## config.mk

```make
export PLATFORM = sky130hd
export DESIGN_NAME = group_commit_batcher
export DESIGN_NICKNAME = d
export VERILOG_FILES = /design/src/hdl/gcb_pkg.sv /design/src/hdl/group_commit_batcher.sv
export SDC_FILE = /design/constraint.sdc
export NUM_CORES = 2
export LEC_CHECK = 0
export BUFFER_PORTS_ARGS = -buffer_cell sky130_fd_sc_hd__buf_2
export CAP_MARGIN = 20
export CORE_MARGIN = 2
export CORE_UTILIZATION = 44
export CTS_BUF_LIST = sky130_fd_sc_hd__clkbuf_8
export CTS_CLUSTER_SIZE = 20
export DETAILED_ROUTE_END_ITERATION = 8
export MAX_ROUTING_LAYER = met4
export PLACE_DENSITY = 0.57
export SLEW_MARGIN = 40
export SYNTH_ARGS = -nofsm -noshare
export SYNTH_HDL_FRONTEND = slang
export SYNTH_SLANG_ARGS = --single-unit
```

## constraint.sdc

```tcl
create_clock -name clk -period 24.9 [get_ports clk]
set_input_delay 3.735 -clock clk [delete_from_list [all_inputs] [get_ports clk]]
set_output_delay 3.735 -clock clk [all_outputs]
set_load 0.01 [all_outputs]
```

## src/hdl/gcb_pkg.sv

```systemverilog
// ----------------------------------------------------------------------------
// gcb_pkg
// Shared types and constants for the group commit batcher.
// ----------------------------------------------------------------------------
package gcb_pkg;

  localparam int MaxGroups = 16;
  localparam int SlotW = $clog2(MaxGroups);
  localparam int CountW = $clog2(MaxGroups + 1);

  localparam logic [2:0] CmdSubmit  = 3'd0;
  localparam logic [2:0] CmdPoll    = 3'd1;
  localparam logic [2:0] CmdSeal    = 3'd2;
  localparam logic [2:0] CmdStop    = 3'd3;
  localparam logic [2:0] CmdFinish  = 3'd4;

  localparam logic [2:0] StOk        = 3'd0;
  localparam logic [2:0] StInvalid   = 3'd1;
  localparam logic [2:0] StExhausted = 3'd2;
  localparam logic [2:0] StRange     = 3'd3;
  localparam logic [2:0] StFull      = 3'd4;
  localparam logic [2:0] StNoCapture = 3'd5;

  localparam logic [2:0] RegTargetMembers = 3'd0;
  localparam logic [2:0] RegMaxMembers    = 3'd1;
  localparam logic [2:0] RegTargetBytes   = 3'd2;
  localparam logic [2:0] RegMaxWait       = 3'd3;
  localparam logic [2:0] RegGroupSlots    = 3'd4;

  typedef enum logic [2:0] {
    S_IDLE,
    S_WALK,
    S_WAIT,
    S_SUBMIT,
    S_DONE
  } state_t;

endpackage

```

## src/hdl/group_commit_batcher.sv

```systemverilog
// ----------------------------------------------------------------------------
// group_commit_batcher
// Coalesces log submissions into flush batches held in a group ring memory.
// ----------------------------------------------------------------------------
//  channel  | ports                                              | direction
//  command  | start, busy (out), cmd, member_count, submit_bytes, | in
//           | origin_time, now_time                              |
//  result   | done, status, sealed_now, wake, captured, capture_*,| out
//           | held_groups                                        |
//  config   | cfg_we, cfg_index, cfg_data                        | in
//
// every request walks the ring from the head, one entry read per cycle
// behind the registered memory read, up to the first sealed entry or the
// tail; after acceptance it passes the WALK, WAIT, SUBMIT and DONE states.
// busy is high from acceptance until done rises, so the next request can be
// taken at the edge that ends done.
// rst clears all control state; the ring memory is not cleared. done lasts
// one cycle; the receiver cannot stall.
module group_commit_batcher
  import gcb_pkg::*;
(
  input  logic        clk,
  input  logic        rst,
  input  logic        start,
  output logic        busy,
  input  logic [2:0]  cmd,
  input  logic [15:0] member_count,
  input  logic [31:0] submit_bytes,
  input  logic [47:0] origin_time,
  input  logic [47:0] now_time,
  input  logic        cfg_we,
  input  logic [2:0]  cfg_index,
  input  logic [47:0] cfg_data,
  output logic        done,
  output logic [2:0]  status,
  output logic        sealed_now,
  output logic        wake,
  output logic        captured,
  output logic [4:0]  capture_groups,
  output logic [19:0] capture_members,
  output logic [35:0] capture_bytes,
  output logic [47:0] capture_deadline,
  output logic [4:0]  held_groups
);

  logic [15:0] seal_members;
  logic [15:0] max_members;
  logic [31:0] seal_bytes;
  logic [47:0] max_wait;
  logic [4:0]  group_slots;

  // ring memory: members, bytes, deadline
  logic [95:0] ring_mem [MaxGroups];
  logic [95:0] rd_data;
  logic        mem_we;
  logic [SlotW-1:0] mem_waddr;
  logic [95:0] mem_wdata;
  logic [SlotW-1:0] mem_raddr;

  logic [MaxGroups-1:0] sealed_bits;
  logic [SlotW-1:0]  ring_head;
  logic [CountW-1:0] ring_count;
  logic        forming_valid;
  logic [19:0] forming_member_sum;
  logic [35:0] forming_byte_sum;
  logic [47:0] forming_deadline_min;
  logic        active_valid;
  logic [CountW-1:0] active_groups;
  logic [19:0] active_member_sum;
  logic [35:0] active_byte_sum;
  logic [47:0] active_deadline;
  logic        stopped;

  state_t state, state_next;

  // latched request
  logic [2:0]  q_cmd;
  logic [15:0] q_members;
  logic [31:0] q_bytes;
  logic [47:0] q_origin;
  logic [47:0] q_now;

  // walk registers
  logic [CountW-1:0] walk_k;
  logic [CountW-1:0] walk_n;
  logic        walk_hit;
  logic        walk_first;
  logic [19:0] walk_m;
  logic [35:0] walk_b;
  logic [47:0] walk_d;
  logic [SlotW-1:0] walk_last;

  logic [2:0]  r_status;
  logic        r_sealed;
  logic        r_wake;

  logic [CountW-1:0] slots_eff;
  logic [48:0] deadline_full;
  logic [47:0] sub_deadline;
  logic [2:0]  sub_check;

  assign slots_eff = (group_slots > 5'(MaxGroups)) ? CountW'(MaxGroups)
                                                   : CountW'(group_slots);
  assign deadline_full = {1'b0, q_origin} + {1'b0, max_wait};
  assign sub_deadline = deadline_full[47:0];

  always_comb begin
    if (q_members == 16'd0 || q_origin > q_now) sub_check = StInvalid;
    else if (q_members > max_members) sub_check = StExhausted;
    else if (deadline_full[48]) sub_check = StRange;
    else if ({1'b0, ring_count} >= {1'b0, slots_eff}) sub_check = StFull;
    else sub_check = StOk;
  end

  // memory
  always_ff @(posedge clk) begin
    if (mem_we) ring_mem[mem_waddr] <= mem_wdata;
    rd_data <= ring_mem[mem_raddr];
  end

  assign mem_raddr = ring_head + walk_k[SlotW-1:0];

  always_ff @(posedge clk) begin
    if (rst) begin
      seal_members <= 16'd1;
      max_members <= 16'hFFFF;
      seal_bytes <= 32'd4096;
      max_wait <= 48'd0;
      group_slots <= 5'd16;
    end else if (cfg_we) begin
      case (cfg_index)
        RegTargetMembers: seal_members <= cfg_data[15:0];
        RegMaxMembers:    max_members <= cfg_data[15:0];
        RegTargetBytes:   seal_bytes <= cfg_data[31:0];
        RegMaxWait:       max_wait <= cfg_data;
        RegGroupSlots:    group_slots <= cfg_data[4:0];
        default: ;
      endcase
    end
  end

  always_ff @(posedge clk) begin
    if (rst) state <= S_IDLE;
    else state <= state_next;
  end

  logic walk_end;
  assign walk_end = (walk_k >= ring_count);

  always_comb begin
    state_next = state;
    case (state)
      S_IDLE: if (start) state_next = S_WALK;
      S_WALK: state_next = S_WAIT;
      S_WAIT: begin
        if (walk_hit || walk_end) state_next = S_SUBMIT;
      end
      S_SUBMIT: state_next = S_DONE;
      S_DONE: state_next = S_IDLE;
      default: state_next = S_IDLE;
    endcase
  end

  always_comb begin
    busy = (state != S_IDLE);
  end

  // per-cycle sealing helpers for submit
  logic        f_valid1;
  logic        seal1;
  logic [19:0] f_m1, f_m2;
  logic [35:0] f_b1, f_b2;
  logic [47:0] f_d1, f_d2;
  logic [CountW-1:0] tail_idx;
  logic [SlotW-1:0] tail_slot, new_slot;
  logic [CountW-1:0] cnt_new;
  logic        seal2;
  logic [MaxGroups-1:0] sealed_sub;

  always_comb begin
    tail_idx = ring_count - CountW'(1);
    tail_slot = ring_head + tail_idx[SlotW-1:0];
    new_slot = ring_head + ring_count[SlotW-1:0];
    cnt_new = ring_count + CountW'(1);
    sealed_sub = sealed_bits;
    seal1 = forming_valid &&
            ((forming_member_sum + 20'(q_members) > 20'(seal_members)) ||
             ({1'b0, forming_byte_sum} + 37'(q_bytes) > 37'(seal_bytes)) ||
             (max_wait != 48'd0 && q_now >= forming_deadline_min));
    f_valid1 = forming_valid;
    if (seal1) begin
      if (ring_count != '0) sealed_sub[tail_slot] = 1'b1;
      f_valid1 = 1'b0;
    end
    if (!f_valid1) begin
      f_m1 = '0;
      f_b1 = '0;
      f_d1 = sub_deadline;
    end else begin
      f_m1 = forming_member_sum;
      f_b1 = forming_byte_sum;
      f_d1 = forming_deadline_min;
    end
    f_m2 = f_m1 + 20'(q_members);
    f_b2 = f_b1 + 36'(q_bytes);
    f_d2 = (sub_deadline < f_d1) ? sub_deadline : f_d1;
    sealed_sub[new_slot] = 1'b0;
    seal2 = (f_m2 >= 20'(seal_members)) || (f_b2 >= 36'(seal_bytes)) ||
            (cnt_new >= slots_eff) || stopped;
    if (seal2) sealed_sub[new_slot] = 1'b1;
  end

  logic [SlotW-1:0] walk_slot;
  assign walk_slot = ring_head + walk_k[SlotW-1:0] - SlotW'(1);

  always_ff @(posedge clk) begin
    if (start && state == S_IDLE) begin
      q_cmd <= cmd;
      q_members <= member_count;
      q_bytes <= submit_bytes;
      q_origin <= origin_time;
      q_now <= now_time;
    end
  end

  always_ff @(posedge clk) begin
    if (rst) begin
      sealed_bits <= '0;
      ring_head <= '0;
      ring_count <= '0;
      forming_valid <= 1'b0;
      forming_member_sum <= '0;
      forming_byte_sum <= '0;
      forming_deadline_min <= '0;
      active_valid <= 1'b0;
      active_groups <= '0;
      active_member_sum <= '0;
      active_byte_sum <= '0;
      active_deadline <= '0;
      stopped <= 1'b0;
      walk_k <= '0;
      walk_n <= '0;
      walk_hit <= 1'b0;
      walk_first <= 1'b0;
      walk_m <= '0;
      walk_b <= '0;
      walk_d <= '0;
      walk_last <= '0;
      r_status <= StOk;
      r_sealed <= 1'b0;
      r_wake <= 1'b0;
      done <= 1'b0;
    end else begin
      done <= 1'b0;
      case (state)
        S_IDLE: begin
          walk_k <= '0;
          walk_n <= '0;
          walk_hit <= 1'b0;
          walk_first <= 1'b1;
          walk_m <= '0;
          walk_b <= '0;
          walk_d <= '0;
        end
        S_WALK: begin
          walk_k <= walk_k + CountW'(1);
        end
        S_WAIT: begin
          if (!(walk_hit || walk_end)) begin
            walk_k <= walk_k + CountW'(1);
          end
          if (walk_k != '0 && !walk_hit && walk_n != ring_count) begin
            walk_n <= walk_n + CountW'(1);
            walk_last <= walk_slot;
            walk_m <= walk_m + 20'(rd_data[95:80]);
            walk_b <= walk_b + 36'(rd_data[79:48]);
            if (walk_first || rd_data[47:0] < walk_d) walk_d <= rd_data[47:0];
            walk_first <= 1'b0;
            if (sealed_bits[walk_slot]) walk_hit <= 1'b1;
          end
        end
        S_SUBMIT: begin
          r_status <= StOk;
          r_sealed <= 1'b0;
          r_wake <= 1'b0;
          case (q_cmd)
            CmdSubmit: begin
              if (sub_check != StOk) begin
                r_status <= sub_check;
              end else begin
                sealed_bits <= sealed_sub;
                ring_count <= cnt_new;
                forming_valid <= !seal2;
                forming_member_sum <= f_m2;
                forming_byte_sum <= f_b2;
                forming_deadline_min <= f_d2;
                r_sealed <= (seal1 && ring_count != '0) || seal2;
                r_wake <= (ring_count == '0) || (seal1 && ring_count != '0) ||
                          seal2 || (f_d2 < walk_d);
              end
            end
            CmdPoll: begin
              if (!active_valid && ring_count != '0 &&
                  (walk_hit || stopped || q_now >= walk_d)) begin
                if (!sealed_bits[walk_last]) begin
                  sealed_bits[walk_last] <= 1'b1;
                  r_sealed <= 1'b1;
                end
                if (forming_valid && walk_n == ring_count)
                  forming_valid <= 1'b0;
                active_valid <= 1'b1;
                active_groups <= walk_n;
                active_member_sum <= walk_m;
                active_byte_sum <= walk_b;
                active_deadline <= walk_d;
                r_wake <= 1'b1;
              end
            end
            CmdSeal, CmdStop: begin
              if (q_cmd == CmdStop) stopped <= 1'b1;
              if (forming_valid && ring_count != '0) begin
                sealed_bits[tail_slot] <= 1'b1;
                r_sealed <= 1'b1;
              end
              forming_valid <= 1'b0;
              r_wake <= 1'b1;
            end
            CmdFinish: begin
              if (!active_valid) begin
                r_status <= StNoCapture;
              end else begin
                for (int i = 0; i < MaxGroups; i++) begin
                  if (CountW'(SlotW'(i) - ring_head) < active_groups)
                    sealed_bits[i] <= 1'b0;
                end
                ring_head <= ring_head + active_groups[SlotW-1:0];
                ring_count <= ring_count - active_groups;
                if (ring_count == active_groups) forming_valid <= 1'b0;
                active_valid <= 1'b0;
                active_groups <= '0;
                active_member_sum <= '0;
                active_byte_sum <= '0;
                active_deadline <= '0;
                r_wake <= 1'b1;
              end
            end
            default: r_status <= StInvalid;
          endcase
        end
        S_DONE: done <= 1'b1;
        default: ;
      endcase
    end
  end

  always_comb begin
    mem_we = (state == S_SUBMIT) && (q_cmd == CmdSubmit) && (sub_check == StOk);
    mem_waddr = new_slot;
    mem_wdata = {q_members, q_bytes, sub_deadline};
  end

  assign status = r_status;
  assign sealed_now = r_sealed;
  assign wake = r_wake;
  assign captured = active_valid;
  assign capture_groups = active_valid ? 5'(active_groups) : 5'd0;
  assign capture_members = active_valid ? active_member_sum : 20'd0;
  assign capture_bytes = active_valid ? active_byte_sum : 36'd0;
  assign capture_deadline = active_valid ? active_deadline : 48'd0;
  assign held_groups = 5'(ring_count);

endmodule
```

Yosys cells after proc, flatten, opt, wreduce, memory -nomap -nowiden
Memory sizes are Yosys's and may differ from the RTL's. A register that Yosys moved wholly into a read port is not among the register bits. Cells that the tools add are included.

Add/sub/neg operators: 33. Order comparisons: 38. Equal/unequal tests: 44. Multiplexer cells: 106. Bitwise operators: 6. Reduce and logical (&&, ||, !) cells: 84.

Operators by type and width (number): two-way mux 48 bit (7); case mux 48 bit (2 select lines) (2); two-way mux 36 bit (5); less-than comparator 48 bit (3); case mux 36 bit (2 select lines) (2); two-way mux 16 bit (8); AND reduction 8 bit (16); two-way mux 20 bit (5); greater-or-equal comparator 48 bit (2); less-than comparator 5 bit (16); case mux 20 bit (2 select lines) (2); adder 36 x 32 -> 36 bit (2); case mux 16 bit (4 select lines) (1); adder 20 x 16 -> 20 bit (3); != test 2 bit (second input constant) (29); adder 48 x 48 -> 49 bit (1); greater-than comparator 48 bit (1); bitwise OR 16 bit (3); nonzero test 48 bit (1); two-way mux 1 bit (41); two-way mux 5 bit (8); subtractor 4 x 4 -> 5 bit (first input constant) (8); adder 36 x 32 -> 37 bit (1); greater-than comparator 37 x 32 -> 1 bit (1); other kinds (49) (143).

Register bits after elaboration: 634. RAM bits: 1536. Input port bits: 202. Memories kept: 1.

Memories: ring_mem (words 16, width 96, read ports 1, clocked after memory_dff 1, write ports 1, line group_commit_batcher.sv:53) `logic [95:0] ring_mem [MaxGroups];`.

Logic depth before layout (Yosys ltp)
Depth in word-level cells: 16. Gate-level depth with buffers: 56. Mapped depth without buffers: 51.

Least setup slack after synthesis
OpenSTA, ideal clock, no wires.

Kind: register -> register. Start: reg q_bytes[0]. End: reg (tool-made name). Library setup time: 74 ps. Arrival time: 10138 ps. Slack: 14688 ps. Cell stages (with the launch flop): 51. Period minus slack after synthesis: 10212 ps. Cells stage by stage: edfxtp_1 ha_1 inv_1 fa_1 nand2b_1 a21oi_1 o21bai_1 and2_1 o21ai_0 a21oi_1 o21ai_0 nand3_1 a31oi_1 a21o_1 a21oi_1 xnor2_1 ha_1 nand4_1 [... 15 more ...] o21ai_0 a2111o_1 a31o_2 a21oi_1 xnor2_1 ha_1 nand4_1 or4_1 nor4_1 nor4_1 o211ai_1 nor2_1 and4_1 o22a_1 or3_1 buf_2 buf_6 o22ai_2.

RTL lines: from (decl) (line group_commit_batcher.sv:79) `logic [31:0] q_bytes;`; from (signal assigned) (line group_commit_batcher.sv:220) `q_bytes <= submit_bytes;`.

==> impl_metrics.json <==
{
  "status": "completed",
  "detailroute.via_count": 72340,
  "cts_inserted_buffers": 389,
  "global_route_wire_length_before_repair_um": 502000,
  "final_cells": 12320,
  "critPathSlowestCell": "sky130_fd_sc_hd__or3_2",
  "drive_above_1_share_pct": 17.24,
  "starting_utilization_of_the_core_area_pct": 44.31,
  "final_min_period_over_clock_period_pct": 53.29,
  "dr.pass1.iters": 6,
  "synth-warning-count": 0,
  "detailed_place_hpwl_um": 234900,
  "max_stage_delay_ns": 0.71,
  "synth_cell_type_count": 97,
  "synth_area_um2": 106800,
  "totalWireLength_um": 351400,
  "grt.total_usage_pct": 29.02,
  "postSynthCellCount": 8291,
  "cp-start-kind": "flip-flop",
  "cts_tree": "yes",
  "final-hold-violation-count": 0,
  "maximum_number_of_pins_on_one_net_before_global_route_repair": 117,
  "synth.yosys.seq_area_share_pct": 58.27,
  "worst-setup-path-type": "reg2reg",
  "num_io_pins": 324,
  "first_global_vias": 71830,
  "cts_num_sinks": 2266,
  "power.density_cell_area_nw_per_um2": 69.80,
  "die-area_um2": 246600,
  "cts.hold.buffers_added": 0,
  "placeableCoreArea_um2": 241000,
  "yosysTopAreaCellShare_pct": 47.34,
  "cts_setup_buffers": 0,
  "gp_routability_congestion": 0.9810,
  "dp_cells": 11590,
  "ctsLongestPathBuffers": 4,
  "worst_hold_path_type": "reg2reg",
  "clkTransAtPathRegs_ns": 0.07,
  "timing.critical_path.arrival_ns": 14.24,
  "avgViaCountPerCell": 5.872,
  "fin_crit_ns": 13.27,
  "synth_top_cells_by_count": "1683 x sky130_fd_sc_hd__edfxtp_1, 997 x sky130_fd_sc_hd__nand2_1, 683 x sky130_fd_sc_hd__ha_1",
  "final-setup-viol-count": 0,
  "syn-num-nets": 9188,
  "final_design_area_no_fill_um2": 120600,
  "rows": 180,
  "grt_setup_unrepaired": "no",
  "timing.critical_path.fanout_max": 49,
  "grt.overflow.total": 0,
  "placed_cell_area_um2": 113000,
  "final.hold.worst_slack_ns": 0.4575,
  "synth-main-ff-cell": "sky130_fd_sc_hd__edfxtp_1",
  "first_iteration_detailed_routing_drc_count": 6310,
  "drcViolationCount": 0,
  "critical_path_required_ns": 25.87,
  "final_util_pct": 50.05,
  "clock-root-buffer": "sky130_fd_sc_hd__clkbuf_8",
  "insertion_delay_of_the_later_clocked_pin_in_the_worst_skew_pair_ns": 1.12,
  "finalClockSkew_ns": 0.1094,
  "actual_transition_at_the_worst_max_transition_pin_ns": 0.8784,
  "io_buffer_count": 323,
  "die_w_um": 496.6,
  "number_of_antenna_violations_at_the_first_check_in_global_routing": 13,
  "synthMostInstantiatedCell": "sky130_fd_sc_hd__edfxtp_1",
  "cts_repair_resize_count": 0,
  "die_h_um": 496.6,
  "synth_top_area_cell": "sky130_fd_sc_hd__edfxtp_1",
  "drv_slew": 0,
  "peakVddDrop_mv": 0.06585,
  "cpMostUsedCell": "sky130_fd_sc_hd__o21ai_0",
  "ys_seq_elements": 2266,
  "max_slew_margin_pct": 41.23,
  "wl_per_cell_um": 28.53,
  "drv.max_cap_violation_count": 0,
  "synth-async-reset-ratio_pct": 0,
  "mean_cell_area_of_the_mapped_netlist_um2": 12.88,
  "fin_nets": 9699,
  "postRouteAntennaNets": 0,
  "maxClockFrequency_ghz": 0.07537,
  "synth_enable_flop_cells": 1683,
  "ys_top_cells_by_area": "sky130_fd_sc_hd__edfxtp_1 47%, sky130_fd_sc_hd__dfxtp_1 11%, sky130_fd_sc_hd__mux4_2 8.3%",
  "area_growth_pct": 12.97,
  "cts.htree.levels": 5,
  "leakagePower_nw": 43.72,
  "setup-tns-final_ns": 0,
  "kind_of_end_point_of_the_critical_path": "flip-flop"
}
## through the flow
stage	setup WS, ns	power, mW
after CTS	11.87	8.480
after floorplan	14.69	4.860
after global placement	11.97	5.186
after detailed placement	11.94	5.207
final	11.63	8.419
after global routing	10.90	8.724
## critical path: cells and delay by family, from the launching register on
family | cells | cell delay (ns)
DFF | 1 | 0.68
adders and majority gates | 5 | 1.57
AOI/OAI and AO/OA | 19 | 4.50
buffers and inverters | 2 | 0.57
xor gates and xnor gates | 2 | 0.31
and+or+nand+nor | 20 | 5.46
## cells in the final DEF (no fill, tap or decap), types with 33 or more instances in the layout
| master | instances |
|---|---|
| sky130_fd_sc_hd__edfxtp_1 | 1683 |
| sky130_fd_sc_hd__nand2_1 | 994 |
| sky130_fd_sc_hd__ha_1 | 682 |
| sky130_fd_sc_hd__dfxtp_1 | 582 |
| sky130_fd_sc_hd__a21oi_1 | 519 |
| sky130_fd_sc_hd__inv_1 | 490 |
| sky130_fd_sc_hd__clkbuf_8 | 436 |
| sky130_fd_sc_hd__nor2_1 | 396 |
| sky130_fd_sc_hd__mux4_2 | 394 |
| sky130_fd_sc_hd__buf_2 | 322 |
| sky130_fd_sc_hd__o21ai_0 | 198 |
| sky130_fd_sc_hd__a21o_1 | 178 |
| sky130_fd_sc_hd__and2_1 | 171 |
| sky130_fd_sc_hd__buf_4 | 152 |
| sky130_fd_sc_hd__xnor2_1 | 142 |
| sky130_fd_sc_hd__a22oi_1 | 141 |
| sky130_fd_sc_hd__and3_1 | 124 |
| sky130_fd_sc_hd__a31oi_1 | 123 |
| sky130_fd_sc_hd__nand3_1 | 111 |
| sky130_fd_sc_hd__nor3_1 | 93 |
| sky130_fd_sc_hd__nand4_1 | 93 |
| sky130_fd_sc_hd__a211oi_1 | 69 |
| sky130_fd_sc_hd__xor2_1 | 63 |
| sky130_fd_sc_hd__o31ai_1 | 58 |
| sky130_fd_sc_hd__mux2i_1 | 51 |
| sky130_fd_sc_hd__mux2_2 | 51 |
| sky130_fd_sc_hd__clkinv_1 | 51 |
| sky130_fd_sc_hd__nor3b_1 | 51 |
| sky130_fd_sc_hd__o21a_1 | 50 |
| sky130_fd_sc_hd__o211ai_1 | 49 |
| sky130_fd_sc_hd__nor2b_1 | 48 |
| sky130_fd_sc_hd__nand2b_1 | 40 |
| sky130_fd_sc_hd__a211o_1 | 39 |
| sky130_fd_sc_hd__clkinv_2 | 39 |
| sky130_fd_sc_hd__nor4_1 | 33 |
## worst paths after layout
| path | from | endpoint | slack, ns | cells past startpoint |
|---|---|---|---|---|
| worst max-delay path | q_bytes[0] | flip-flop | 11.63 | 48 |
| worst min-delay path | seal_members[5] | seal_members[5] | 0.46 | 2 |
| worst max register to register | q_bytes[0] | flip-flop | 11.63 | 48 |
| worst min register to register | seal_members[5] | seal_members[5] | 0.46 | 2 |
## state kept, by name, indices dropped and copies added (netlist names), 32 cells and up, named ones only
| signal | count |
|---|---|
| active_byte_sum | 36 |
| active_deadline | 48 |
| forming_byte_sum | 36 |
| forming_deadline_min | 48 |
| max_wait | 48 |
| q_bytes | 32 |
| q_now | 48 |
| q_origin | 48 |
| rd_data | 96 |
| ring_mem | 1536 |
| seal_bytes | 32 |
| walk_b | 36 |
| walk_d | 48 |
## layer usage
layer,track usage (%),part of all wire (%),up-vias
li1,-,-,32470
met1,36.19,41,36550
met3,3.855,5.7,695
met4,14.28,5.8,0
met2,46.70,48,2630
met5,-,0,-
## final cells by class
type,instances,area (µm²)
well taps,3185,3985
clock inverters,269,1516
multi-input cells,5293,42260
repair buffers,510,3309
fillers,21170,120400
clock buffers,436,6001
flip-flops and latches,2266,62210
inverters,342,1284
diodes,18,45.04
## logic make-up (layout without fill, tap and decap cells)
logic type                 Yosys count  after routing  synth area share, %
buffers and inverters              732           1557                2.620
xor gates and xnor gates           214            214                1.755
other                                0             18                    0
adders and majority gates          695            695                8.229
AOI/OAI and AO/OA                 1621           1621                9.867
muxes                              505            505                9.422
DFF                               2266           2266                58.27
and+or+nand+nor                   2258           2258                9.839
## where the power goes
group / internal, mW / switching (mW) / leakage [nW]
combinational: 0.348 / 0.543 / 19.4
clock: 1.75 / 1.54 / 4.41
sequential: 4.15 / 0.0901 / 19.9
No activity file was read; power rests on OpenSTA's default activity.
